File: src/rtl/fpa_pkg.sv
package fpa_pkg;

    localparam int PAGE_COUNT_DEF = 16;
    localparam int PAGE_BYTES_DEF = 64;

    typedef enum logic [1:0] {
        CMD_ALLOC = 2'd0,
        CMD_FREE  = 2'd1,
        CMD_CLEAR = 2'd2
    } t_cmd;

    typedef enum logic [1:0] {
        ST_OK      = 2'd0,
        ST_NOSPACE = 2'd1,
        ST_OOB     = 2'd2
    } t_status;

endpackage

File: src/rtl/fpa_map.sv
module fpa_map
    import fpa_pkg::*;
#(
    parameter int PAGE_COUNT = PAGE_COUNT_DEF,
    localparam int AW = (PAGE_COUNT > 1) ? $clog2(PAGE_COUNT) : 1
) (
    input  logic          i_clk,
    input  logic          i_rst_n,
    input  logic          i_rd_en,
    input  logic [AW-1:0] i_rd_addr,
    input  logic          i_wr_en,
    input  logic [AW-1:0] i_wr_addr,
    input  logic          i_wr_data,
    input  logic          i_clear_all,
    output logic          o_rd_used
);

    logic                  r_mem [PAGE_COUNT];
    logic [PAGE_COUNT-1:0] r_valid;
    logic                  r_rd_data;
    logic                  r_rd_valid;

    // An entry that has not been written since reset or the last clear reads as free.
    always_ff @(posedge i_clk) begin
        if (!i_rst_n) begin
            r_valid <= '0;
        end else if (i_clear_all) begin
            r_valid <= '0;
        end else if (i_wr_en) begin
            r_valid[i_wr_addr] <= 1'b1;
        end
    end

    always_ff @(posedge i_clk) begin
        if (i_wr_en) begin
            r_mem[i_wr_addr] <= i_wr_data;
        end
        if (i_rd_en) begin
            r_rd_data  <= r_mem[i_rd_addr];
            r_rd_valid <= r_valid[i_rd_addr];
        end
    end

    assign o_rd_used = r_rd_data & r_rd_valid;

endmodule

File: src/rtl/first_fit_page_allocator_top.sv
// A rejected request or cmd 3 is answered straight from idle, with o_done registered in the
// cycle after it is accepted. Free, clear and an allocate that finds no run scan the map, and
// an allocate that finds a run then marks its pages one per cycle.
// One request at a time through the map's single read port; start is only taken while idle.
// The result strobe o_done is high for one cycle; the receiver cannot stall it.
// Synchronous active-low reset frees every page at once through per-page valid bits.
module first_fit_page_allocator_top
    import fpa_pkg::*;
#(
    parameter int PAGE_COUNT = PAGE_COUNT_DEF,
    parameter int PAGE_BYTES = PAGE_BYTES_DEF
) (
    input  logic        i_clk,
    input  logic        i_rst_n,
    input  logic        start,
    output logic        busy,
    input  logic [1:0]  i_cmd,
    input  logic [15:0] i_request_bytes,
    input  logic [15:0] i_release_offset,
    output logic        o_done,
    output logic [1:0]  o_status,
    output logic [9:0]  o_base_offset,
    output logic [4:0]  o_pages_touched
);

    localparam int AW        = (PAGE_COUNT > 1) ? $clog2(PAGE_COUNT) : 1;
    localparam int PW        = AW + 1;
    localparam int MEM_BYTES = PAGE_COUNT * PAGE_BYTES;
    localparam int BW        = $clog2(MEM_BYTES + 1);
    localparam int CW        = (BW > 16) ? BW : 16;
    localparam int OBW       = (BW > 10) ? BW : 10;
    localparam int OTW       = (PW > 5) ? PW : 5;

    typedef enum logic [2:0] {
        S_IDLE,
        S_SCAN,
        S_MARK,
        S_FREE,
        S_CLEAR
    } t_state;

    t_state         r_state;
    logic           r_done;
    t_status        r_status;
    logic [BW-1:0]  r_base;
    logic [PW-1:0]  r_touched;

    logic [15:0]    r_req;
    logic [15:0]    r_off;
    logic [PW-1:0]  r_rd_page;
    logic [BW-1:0]  r_rd_base;
    logic           r_ev_live;
    logic [PW-1:0]  r_ev_page;
    logic [BW-1:0]  r_ev_base;
    logic [PW-1:0]  r_run_len;
    logic [BW-1:0]  r_run_bytes;
    logic [PW-1:0]  r_run_page;
    logic [BW-1:0]  r_run_base;
    logic [PW-1:0]  r_mark_page;
    logic [PW-1:0]  r_mark_left;

    logic           rd_en;
    logic           rd_more;
    logic [AW-1:0]  wr_addr;
    logic           wr_en;
    logic           wr_data;
    logic           clr_all;
    logic           ev_used;
    logic [BW-1:0]  ev_next_base;
    logic [BW-1:0]  run_bytes_inc;
    logic [PW-1:0]  run_len_inc;
    logic           run_hit;
    logic           free_skip;
    logic           alloc_reject;
    logic           free_oob;
    logic [OBW-1:0] base_ext;
    logic [OTW-1:0] touched_ext;

    assign rd_more       = r_rd_page < PW'(PAGE_COUNT);
    assign ev_next_base  = r_ev_base + BW'(PAGE_BYTES);
    assign run_bytes_inc = r_run_bytes + BW'(PAGE_BYTES);
    assign run_len_inc   = r_run_len + PW'(1);
    assign run_hit       = CW'(run_bytes_inc) >= CW'(r_req);
    // Pages that end at or before the release offset lie ahead of the page to free.
    assign free_skip     = CW'(ev_next_base) <= CW'(r_off);
    assign alloc_reject  = (i_request_bytes == 16'd0) ||
                           (CW'(i_request_bytes) > CW'(MEM_BYTES));
    assign free_oob      = CW'(i_release_offset) >= CW'(MEM_BYTES);

    always_comb begin
        rd_en   = 1'b0;
        wr_en   = 1'b0;
        wr_addr = r_ev_page[AW-1:0];
        wr_data = 1'b0;
        clr_all = 1'b0;
        case (r_state)
            S_SCAN: begin
                rd_en = rd_more;
            end
            S_MARK: begin
                wr_en   = 1'b1;
                wr_addr = r_mark_page[AW-1:0];
                wr_data = 1'b1;
            end
            S_FREE: begin
                rd_en = rd_more;
                wr_en = r_ev_live && !free_skip && ev_used;
            end
            S_CLEAR: begin
                rd_en   = rd_more;
                clr_all = !r_ev_live && !rd_more;
            end
            default: begin
                rd_en = 1'b0;
            end
        endcase
    end

    fpa_map #(
        .PAGE_COUNT(PAGE_COUNT)
    ) u_map (
        .i_clk      (i_clk),
        .i_rst_n    (i_rst_n),
        .i_rd_en    (rd_en),
        .i_rd_addr  (r_rd_page[AW-1:0]),
        .i_wr_en    (wr_en),
        .i_wr_addr  (wr_addr),
        .i_wr_data  (wr_data),
        .i_clear_all(clr_all),
        .o_rd_used  (ev_used)
    );

    always_ff @(posedge i_clk) begin
        if (!i_rst_n) begin
            r_state   <= S_IDLE;
            r_done    <= 1'b0;
            r_ev_live <= 1'b0;
        end else begin
            r_done    <= 1'b0;
            r_ev_live <= rd_en;
            // Page p is evaluated the cycle after its read while page p+1 is being read.
            if (rd_en) begin
                r_ev_page <= r_rd_page;
                r_ev_base <= r_rd_base;
                r_rd_page <= r_rd_page + PW'(1);
                r_rd_base <= r_rd_base + BW'(PAGE_BYTES);
            end
            case (r_state)
                S_IDLE: begin
                    if (start) begin
                        r_rd_page   <= '0;
                        r_rd_base   <= '0;
                        r_run_len   <= '0;
                        r_run_bytes <= '0;
                        r_run_page  <= '0;
                        r_run_base  <= '0;
                        r_req       <= i_request_bytes;
                        r_off       <= i_release_offset;
                        r_touched   <= '0;
                        r_base      <= '0;
                        r_status    <= ST_OK;
                        case (t_cmd'(i_cmd))
                            CMD_ALLOC: begin
                                if (alloc_reject) begin
                                    r_status <= ST_NOSPACE;
                                    r_done   <= 1'b1;
                                end else begin
                                    r_state <= S_SCAN;
                                end
                            end
                            CMD_FREE: begin
                                if (free_oob) begin
                                    r_status <= ST_OOB;
                                    r_done   <= 1'b1;
                                end else begin
                                    r_state <= S_FREE;
                                end
                            end
                            CMD_CLEAR: begin
                                r_state <= S_CLEAR;
                            end
                            default: begin
                                r_done <= 1'b1;
                            end
                        endcase
                    end
                end
                S_SCAN: begin
                    if (r_ev_live) begin
                        if (ev_used) begin
                            r_run_len   <= '0;
                            r_run_bytes <= '0;
                            r_run_page  <= r_ev_page + PW'(1);
                            r_run_base  <= ev_next_base;
                        end else if (run_hit) begin
                            r_mark_page <= r_run_page;
                            r_mark_left <= run_len_inc;
                            r_touched   <= run_len_inc;
                            r_base      <= r_run_base;
                            r_state     <= S_MARK;
                        end else begin
                            r_run_len   <= run_len_inc;
                            r_run_bytes <= run_bytes_inc;
                        end
                    end else if (!rd_more) begin
                        r_status <= ST_NOSPACE;
                        r_done   <= 1'b1;
                        r_state  <= S_IDLE;
                    end
                end
                S_MARK: begin
                    r_mark_page <= r_mark_page + PW'(1);
                    r_mark_left <= r_mark_left - PW'(1);
                    if (r_mark_left == PW'(1)) begin
                        r_done  <= 1'b1;
                        r_state <= S_IDLE;
                    end
                end
                S_FREE: begin
                    if (r_ev_live) begin
                        if (!free_skip) begin
                            if (ev_used) begin
                                r_touched <= r_touched + PW'(1);
                            end else begin
                                r_done  <= 1'b1;
                                r_state <= S_IDLE;
                            end
                        end
                    end else if (!rd_more) begin
                        r_done  <= 1'b1;
                        r_state <= S_IDLE;
                    end
                end
                S_CLEAR: begin
                    if (r_ev_live) begin
                        if (ev_used) begin
                            r_touched <= r_touched + PW'(1);
                        end
                    end else if (!rd_more) begin
                        r_done  <= 1'b1;
                        r_state <= S_IDLE;
                    end
                end
                default: begin
                    r_state <= S_IDLE;
                end
            endcase
        end
    end

    assign base_ext    = OBW'(r_base);
    assign touched_ext = OTW'(r_touched);

    assign busy            = (r_state != S_IDLE);
    assign o_done          = r_done;
    assign o_status        = r_status;
    assign o_base_offset   = base_ext[9:0];
    assign o_pages_touched = touched_ext[4:0];

endmodule

File: config.mk
export PLATFORM = sky130hd
export DESIGN_NAME = first_fit_page_allocator_top
export DESIGN_NICKNAME = d
export VERILOG_FILES = /design/src/rtl/fpa_pkg.sv /design/src/rtl/fpa_map.sv /design/src/rtl/first_fit_page_allocator_top.sv
export SDC_FILE = /design/constraint.sdc
export NUM_CORES = 1
export LEC_CHECK = 0
export ABC_AREA = 1
export BUFFER_PORTS_ARGS = -buffer_cell sky130_fd_sc_hd__buf_2
export CAP_MARGIN = 20
export CORE_MARGIN = 2
export CORE_UTILIZATION = 35
export CTS_CLUSTER_SIZE = 20
export DETAILED_ROUTE_END_ITERATION = 6
export PLACE_DENSITY = 0.61
export SYNTH_ARGS = -nofsm -noshare
export SYNTH_HDL_FRONTEND = slang
export SYNTH_SLANG_ARGS = --single-unit
File: constraint.sdc
create_clock -name i_clk -period 2.95 [get_ports i_clk]
set_input_delay 0.295 -clock i_clk [delete_from_list [all_inputs] [get_ports i_clk]]
set_output_delay 0.295 -clock i_clk [all_outputs]
set_load 0.01 [all_outputs]
# After elaboration in Yosys (flattened, before gate mapping)
# Memories as Yosys holds them, arrays and structs flattened. A register that Yosys moved wholly into a read port is not among the register bits.
# Cells that the tools add are included.
# word_totals
mem_bits_ro,0
inputBits,37
out_inout_bits,19
elab_cells,177
ram_bits,16
mem_count,1
reg_bits,144
latch_bits,0
# memory_table
name,words,width,rd,rd_ports_with_merged_regs,write_ports,line,text
u_map.r_mem,16,1,1,1,1,fpa_map.sv:18,logic r_mem [PAGE_COUNT];
# classes
mux,82
n_mul,0
order_cmp,8
eq_ne,27
n_bitwise,3
n_div,0
reduce_logical,27
add_sub_neg,9
shift,0
# ops
operator,n
5-bit two-way mux,19
11-bit two-way mux,7
10-bit two-way mux,5
10-bit case mux with 2 select lines,2
5-bit case mux with 2 select lines,4
3-bit two-way mux,12
"11-bit by 7-bit adder with 11-bit output, second input constant",3
"5-bit by 1-bit adder with 5-bit output, second input constant",5
"2-bit != test, second input constant",12
11-bit case mux with 2 select lines,1
"3-bit != test, second input constant",7
5-bit case mux with 4 select lines,1
5-bit AND reduction,4
1-bit two-way mux,17
11-bit by 16-bit greater-or-equal comparator with 1-bit output,1
"16-bit by 11-bit greater-or-equal comparator with 1-bit output, second input constant",1
"16-bit by 11-bit > comparator with 1-bit output, second input constant",1
11-bit by 16-bit <= comparator with 1-bit output,1
16-bit logical NOT,1
16-bit OR,1
3-bit case mux with 5 select lines,1
"4-bit by 5-bit < comparator with 1-bit output, second input constant",2
10-bit AND reduction,1
3-bit case mux with 3 select lines,1
other kinds (34),46

# Logic depth before layout (Yosys ltp)
# depth
ltp_word,8
ltp_mapped,17
depth_no_buf,17

# Cells and area by module
# From an unflattened synthesis, not the netlist that was laid out.
# hier_totals
cells_unflattened,732
area_unflattened_um2,6799.0
# by_module_without_submodules
mod,n_inst,cells_per_inst,seq_area_each_um2,area_per_inst_um2
first_fit_page_allocator_top,1,527,2952.8,5172.5
fpa_map,1,205,860.8,1626.6

# Least setup slack after synthesis
# Ideal clock, no wire load.
# synth_path
kind,reg-to-reg
start,reg r_state[0]
end,reg r_off[0] (enable)
required_time_ns,2.529
setup_time_ns,0.421
period_less_slack_ns,3.036
path_stages_with_launch,8
n_path_buf,0
setup_slack_ns,-0.086
arrival_ns,2.614
path_cell_list,dfxtp_1 -> nor2_1 -> inv_2 -> nor2_1 -> inv_1 -> nor2_1 -> inv_1 -> nor2_1
# synth_via
elab_chain_cells,2
# synth_rtl
item,line,text
start: declaration,first_fit_page_allocator_top.sv:42,t_state r_state;
start signal: assignment,first_fit_page_allocator_top.sv:135,r_state <= S_IDLE;
start signal: assignment,first_fit_page_allocator_top.sv:168,r_state <= S_SCAN;
start signal: assignment,first_fit_page_allocator_top.sv:176,r_state <= S_FREE;
3-bit logical NOT,first_fit_page_allocator_top.sv:148,case (r_state)
3-bit AND reduction (no source line),-,
end signal: assignment,first_fit_page_allocator_top.sv:158,r_off <= i_release_offset;
end: declaration,first_fit_page_allocator_top.sv:49,logic [15:0] r_off;
# Every way passes these cells.
# A chain may end at the register's enable or synchronous reset.

# Worst setup path after layout
# layout_path
start,reg r_run_bytes[6]
end,reg r_base[8] (netlist: base_ext[8]) (enable)
# layout_via
elab_chain_cells,4
# layout_rtl
item,line,text
start: declaration,first_fit_page_allocator_top.sv:56,logic [BW-1:0] r_run_bytes;
start signal: assignment,first_fit_page_allocator_top.sv:203,r_run_bytes <= run_bytes_inc;
11-bit by 7-bit adder with 11-bit output,first_fit_page_allocator_top.sv:81,assign run_bytes_inc = r_run_bytes + BW'(PAGE_BYTES);
via run_bytes_inc[10],first_fit_page_allocator_top.sv:70,logic [BW-1:0] run_bytes_inc;
11-bit by 16-bit greater-or-equal comparator with 1-bit output,first_fit_page_allocator_top.sv:83,assign run_hit = CW'(run_bytes_inc) >= CW'(r_req);
2-bit != test (no source line),-,
6-bit AND reduction (no source line),-,
end signal: assignment,first_fit_page_allocator_top.sv:199,r_base <= r_run_base;
end: declaration,first_fit_page_allocator_top.sv:45,logic [BW-1:0] r_base;
# The timed path passes the listed nets, and every way through them passes these cells.

==> flow_metrics.py <==
metrics = {
    "outcome": {
        "result_of_the_run": "complete, no violations",
    },
    "yosys": {
        "combinational_family_with_the_most_area_after_synthesis": "simple AND/OR/NAND/NOR gates",
        "synth_edf_count": 113,
        "synth-simple-area-share": 0.191,
        "synth_fa_ha_area_frac": 0.0602,
        "seq_area_frac_synth": 0.573,
        "synth_async_sr_flop_share": 0,
        "syn_area_per_cell_um2": 9.47,
        "yosys_warnings": 0,
        "synthXorXnorAreaFrac": 0.0197,
        "synth.ff_latch_count": 134,
        "postSynth.topFlopCell": "sky130_fd_sc_hd__edfxtp_1",
        "synth_cells": 703,
        "syn-cell-area_um2": 6660,
        "synth_mux_area_frac": 0.00150,
        "yosysUniqueCellTypes": 41,
        "synth_compound_area_frac": 0.0714,
    },
    "sta": {
        "grt_setup_unrepaired": "no",
        "fmax_ghz": 0.366,
        "final_count_of_negative_setup_slack_endpoints": 0,
        "final.period_utilization": 0.925,
        "worst_hold_slack_ps": 40.2,
        "timing.slew.headroom": 0.598,
        "final.setup_skew_ps": 15.8,
        "report.final.hold_viol_count": 0,
        "worstMarginPinSlew_ps": 601,
        "finalCriticalPeriod_ps": 2730,
        "timing.setup.tns_ps": 0,
        "max_slew_violation_total_from_the_final_report": 0,
    },
    "job": {
        "drv.max_cap_violation_count": 0,
    },
    "worst_setup_path": {
        "worst-setup-path-type": "reg2reg",
        "worst_ep_arrival_time_ps": 2850,
        "worstPathBufferInverterCount": 3,
        "cpMaxStageDelayCell": "sky130_fd_sc_hd__edfxtp_1",
        "cp_cell_sequence": "ha_1 -> nand2_1 -> inv_1 -> nand2_1 -> xor2_1 -> inv_1 -> ha_1 -> nand2_1 -> nor3_1 -> nand2_1 -> nand2_1 -> nor2_1 -> or3b_1 -> inv_1",
        "critical-path-top-cell-by-count": "sky130_fd_sc_hd__nand2_1",
        "critical_path_peak_fanout": 4,
        "cp-start-kind": "flip-flop",
        "largest_incremental_delay_on_the_critical_path_ps": 440,
        "setup.worst_path.end_class": "flip-flop",
        "path_delay_family": "simple AND/OR/NAND/NOR gates",
        "critical_path_required_ps": 3070,
    },
    "final_layout": {
        "area.growth.synth_to_final_pct": 17.5,
        "layout.nets": 839,
        "area_of_all_sequential_standard_cells_um2": 3810,
        "fillCellCount": 1778,
        "multi_input_area_um2": 2320,
        "drive_gt1_frac": 0.155,
    },
    "grt": {
        "antenna_found_initial": 1,
        "grt_first_pass_wirelength_um": 22400,
        "track_usage": 0.143,
        "grt_pass1_vias": 4598,
        "grt_start_max_net_pins": 33,
        "grt_overflow": 0,
    },
    "drt": {
        "iteration_count_of_the_initial_detailed_routing_pass": 5,
        "wirelength_um": 13300,
        "vias_per_cell": 4.58,
        "num_vias": 4658,
        "wl_per_cell_um": 13.0,
        "remaining_drc_errors": 0,
        "first_iter_violations": 283,
        "final_antenna_net_count": 0,
    },
    "clock_tree": {
        "tritoncts": "yes",
        "cts-root-to-sink-buffers": 2,
        "h_tree_levels": 4,
        "cts-buffers-inserted": 17,
        "cts.hold.buffers_added": 0,
        "post_cts_resize_count": 0,
        "clock_latency_at_the_later_pin_of_the_worst_skew_pair_ps": 430,
        "cts.clk_slew.worst_paths_ps": 60,
        "cts_sinks": 134,
        "cts_post_setup_buffers_inserted": 0,
        "clockRootBuffer": "sky130_fd_sc_hd__clkbuf_16",
    },
    "placed_design": {
        "hpwl_um": 9670,
        "place.gp.congestion": 0.842,
        "port_buffers": 49,
    },
    "power": {
        "leakagePower_uw": 0.00342,
        "power_per_cell_area_nw_per_um2": 886,
        "ir_worst_vdd_mv": 0.542,
    },
    "die": {
        "die_w_um": 142,
        "die_area_um2": 20100,
        "ios": 56,
        "start_util": 0.356,
        "placementRows": 50,
        "placeable_area_um2": 18700,
        "die_h_um": 142,
    },
    "hold_path": {
        "worstHoldPathType": "in2reg",
    },
}
-- cells by family after synthesis --
family | after synthesis
AO/OA/AOI/OAI | 84
XOR/XNOR | 15
adder cells (fa/ha/maj) | 32
buffers and inverters | 138
flip-flops | 134
multiplexers | 1
other | 1
AND/OR/NAND/NOR | 298
-- synthesized netlist by cell type (all sizes together), types with 3 or more instances --
master | number | share of area
clkbuf | 11 | 0.0062
nand4 | 9 | 0.0085
or2 | 6 | 0.0056
ha | 32 | 0.060
o21ai | 39 | 0.031
xnor2 | 5 | 0.0066
a21oi | 29 | 0.022
dfxtp | 21 | 0.063
o22ai | 4 | 0.0038
nor3b | 3 | 0.0041
nor2 | 122 | 0.072
nor3 | 8 | 0.0077
nand3 | 31 | 0.024
edfxtp | 113 | 0.51
xor2 | 10 | 0.013
nand2 | 115 | 0.065
inv | 118 | 0.067
buf | 9 | 0.0096
-- layer usage --
layer / vias up / wire [um] / global-route usage
met5: - / 0 / 0
met4: 0 / 237 / 0.0521
met3: 14 / 615 / 0.0462
met2: 89 / 6140 / 0.228
met1: 2117 / 6270 / 0.184
li1: 2438 / - / -
-- cell type report --
cell class	count	share of cell area
Antenna cell	1	0.000320
Clock buffer	24	0.0697
Timing Repair Buffer	63	0.0448
Sequential cell	134	0.488
Tap cell	234	0.0374
Inverter	118	0.0566
Clock inverter	8	0.00736
Multi-Input combinational cell	436	0.296
-- flip-flops by register name (all words and copies together) (netlist names), 11 cells and up --
register,cells
u_map.r_mem,16
r_req,16
u_map.r_valid,16
r_run_bytes,11
r_off,16
-- path summary, 6_finish.rpt --
check,from,endpoint,slack [ps],cells past startpoint
max,r_run_bytes[6],base_ext[8],220,14
min,i_release_offset[2],r_off[2],40,1
max reg2reg,r_run_bytes[6],base_ext[8],220,14
min reg2reg,u_map.r_valid[13],u_map.r_valid[13],460,2
-- power by group --
| group | switching (uW) | leakage [uW] | internal, uW |
|---|---|---|---|
| Sequential | 204 | 0.00123 | 2580 |
| Clock | 789 | 0.000286 | 1290 |
| Combinational | 1390 | 0.00191 | 669 |
-- metrics by stage --
stage / std cells / area, um2 / power (uW) / setup WS [ps] / utilization
after floorplan: 708 / 6680 / 4240 / 84.6 / -
after global placement: 985 / 7220 / 4860 / 292 / 0.386
after detailed placement: 985 / 7220 / 4890 / 228 / 0.386
after CTS: 1017 / 7820 / 7000 / 216 / 0.418
after global routing: 1018 / 7820 / 7410 / 24.8 / 0.418
final: 1018 / 7820 / 6930 / 221 / 0.418
-- cell usage in the layout, fill, tap and decap left out, types with 5 or more instances in the layout --
cell type                     n
sky130_fd_sc_hd__nor2_1     116
sky130_fd_sc_hd__nand2_1    115
sky130_fd_sc_hd__edfxtp_1   113
sky130_fd_sc_hd__inv_1      106
sky130_fd_sc_hd__buf_2       49
sky130_fd_sc_hd__o21ai_0     33
sky130_fd_sc_hd__ha_1        32
sky130_fd_sc_hd__nand3_1     30
sky130_fd_sc_hd__a21oi_1     29
sky130_fd_sc_hd__dfxtp_1     21
sky130_fd_sc_hd__clkbuf_16   20
sky130_fd_sc_hd__buf_4       14
sky130_fd_sc_hd__inv_2       12
sky130_fd_sc_hd__xor2_1      10
sky130_fd_sc_hd__nand4_1      9
sky130_fd_sc_hd__nor3_1       7
sky130_fd_sc_hd__conb_1       6
sky130_fd_sc_hd__xnor2_1      5
Note: power is estimated with default switching activity, not from simulation.
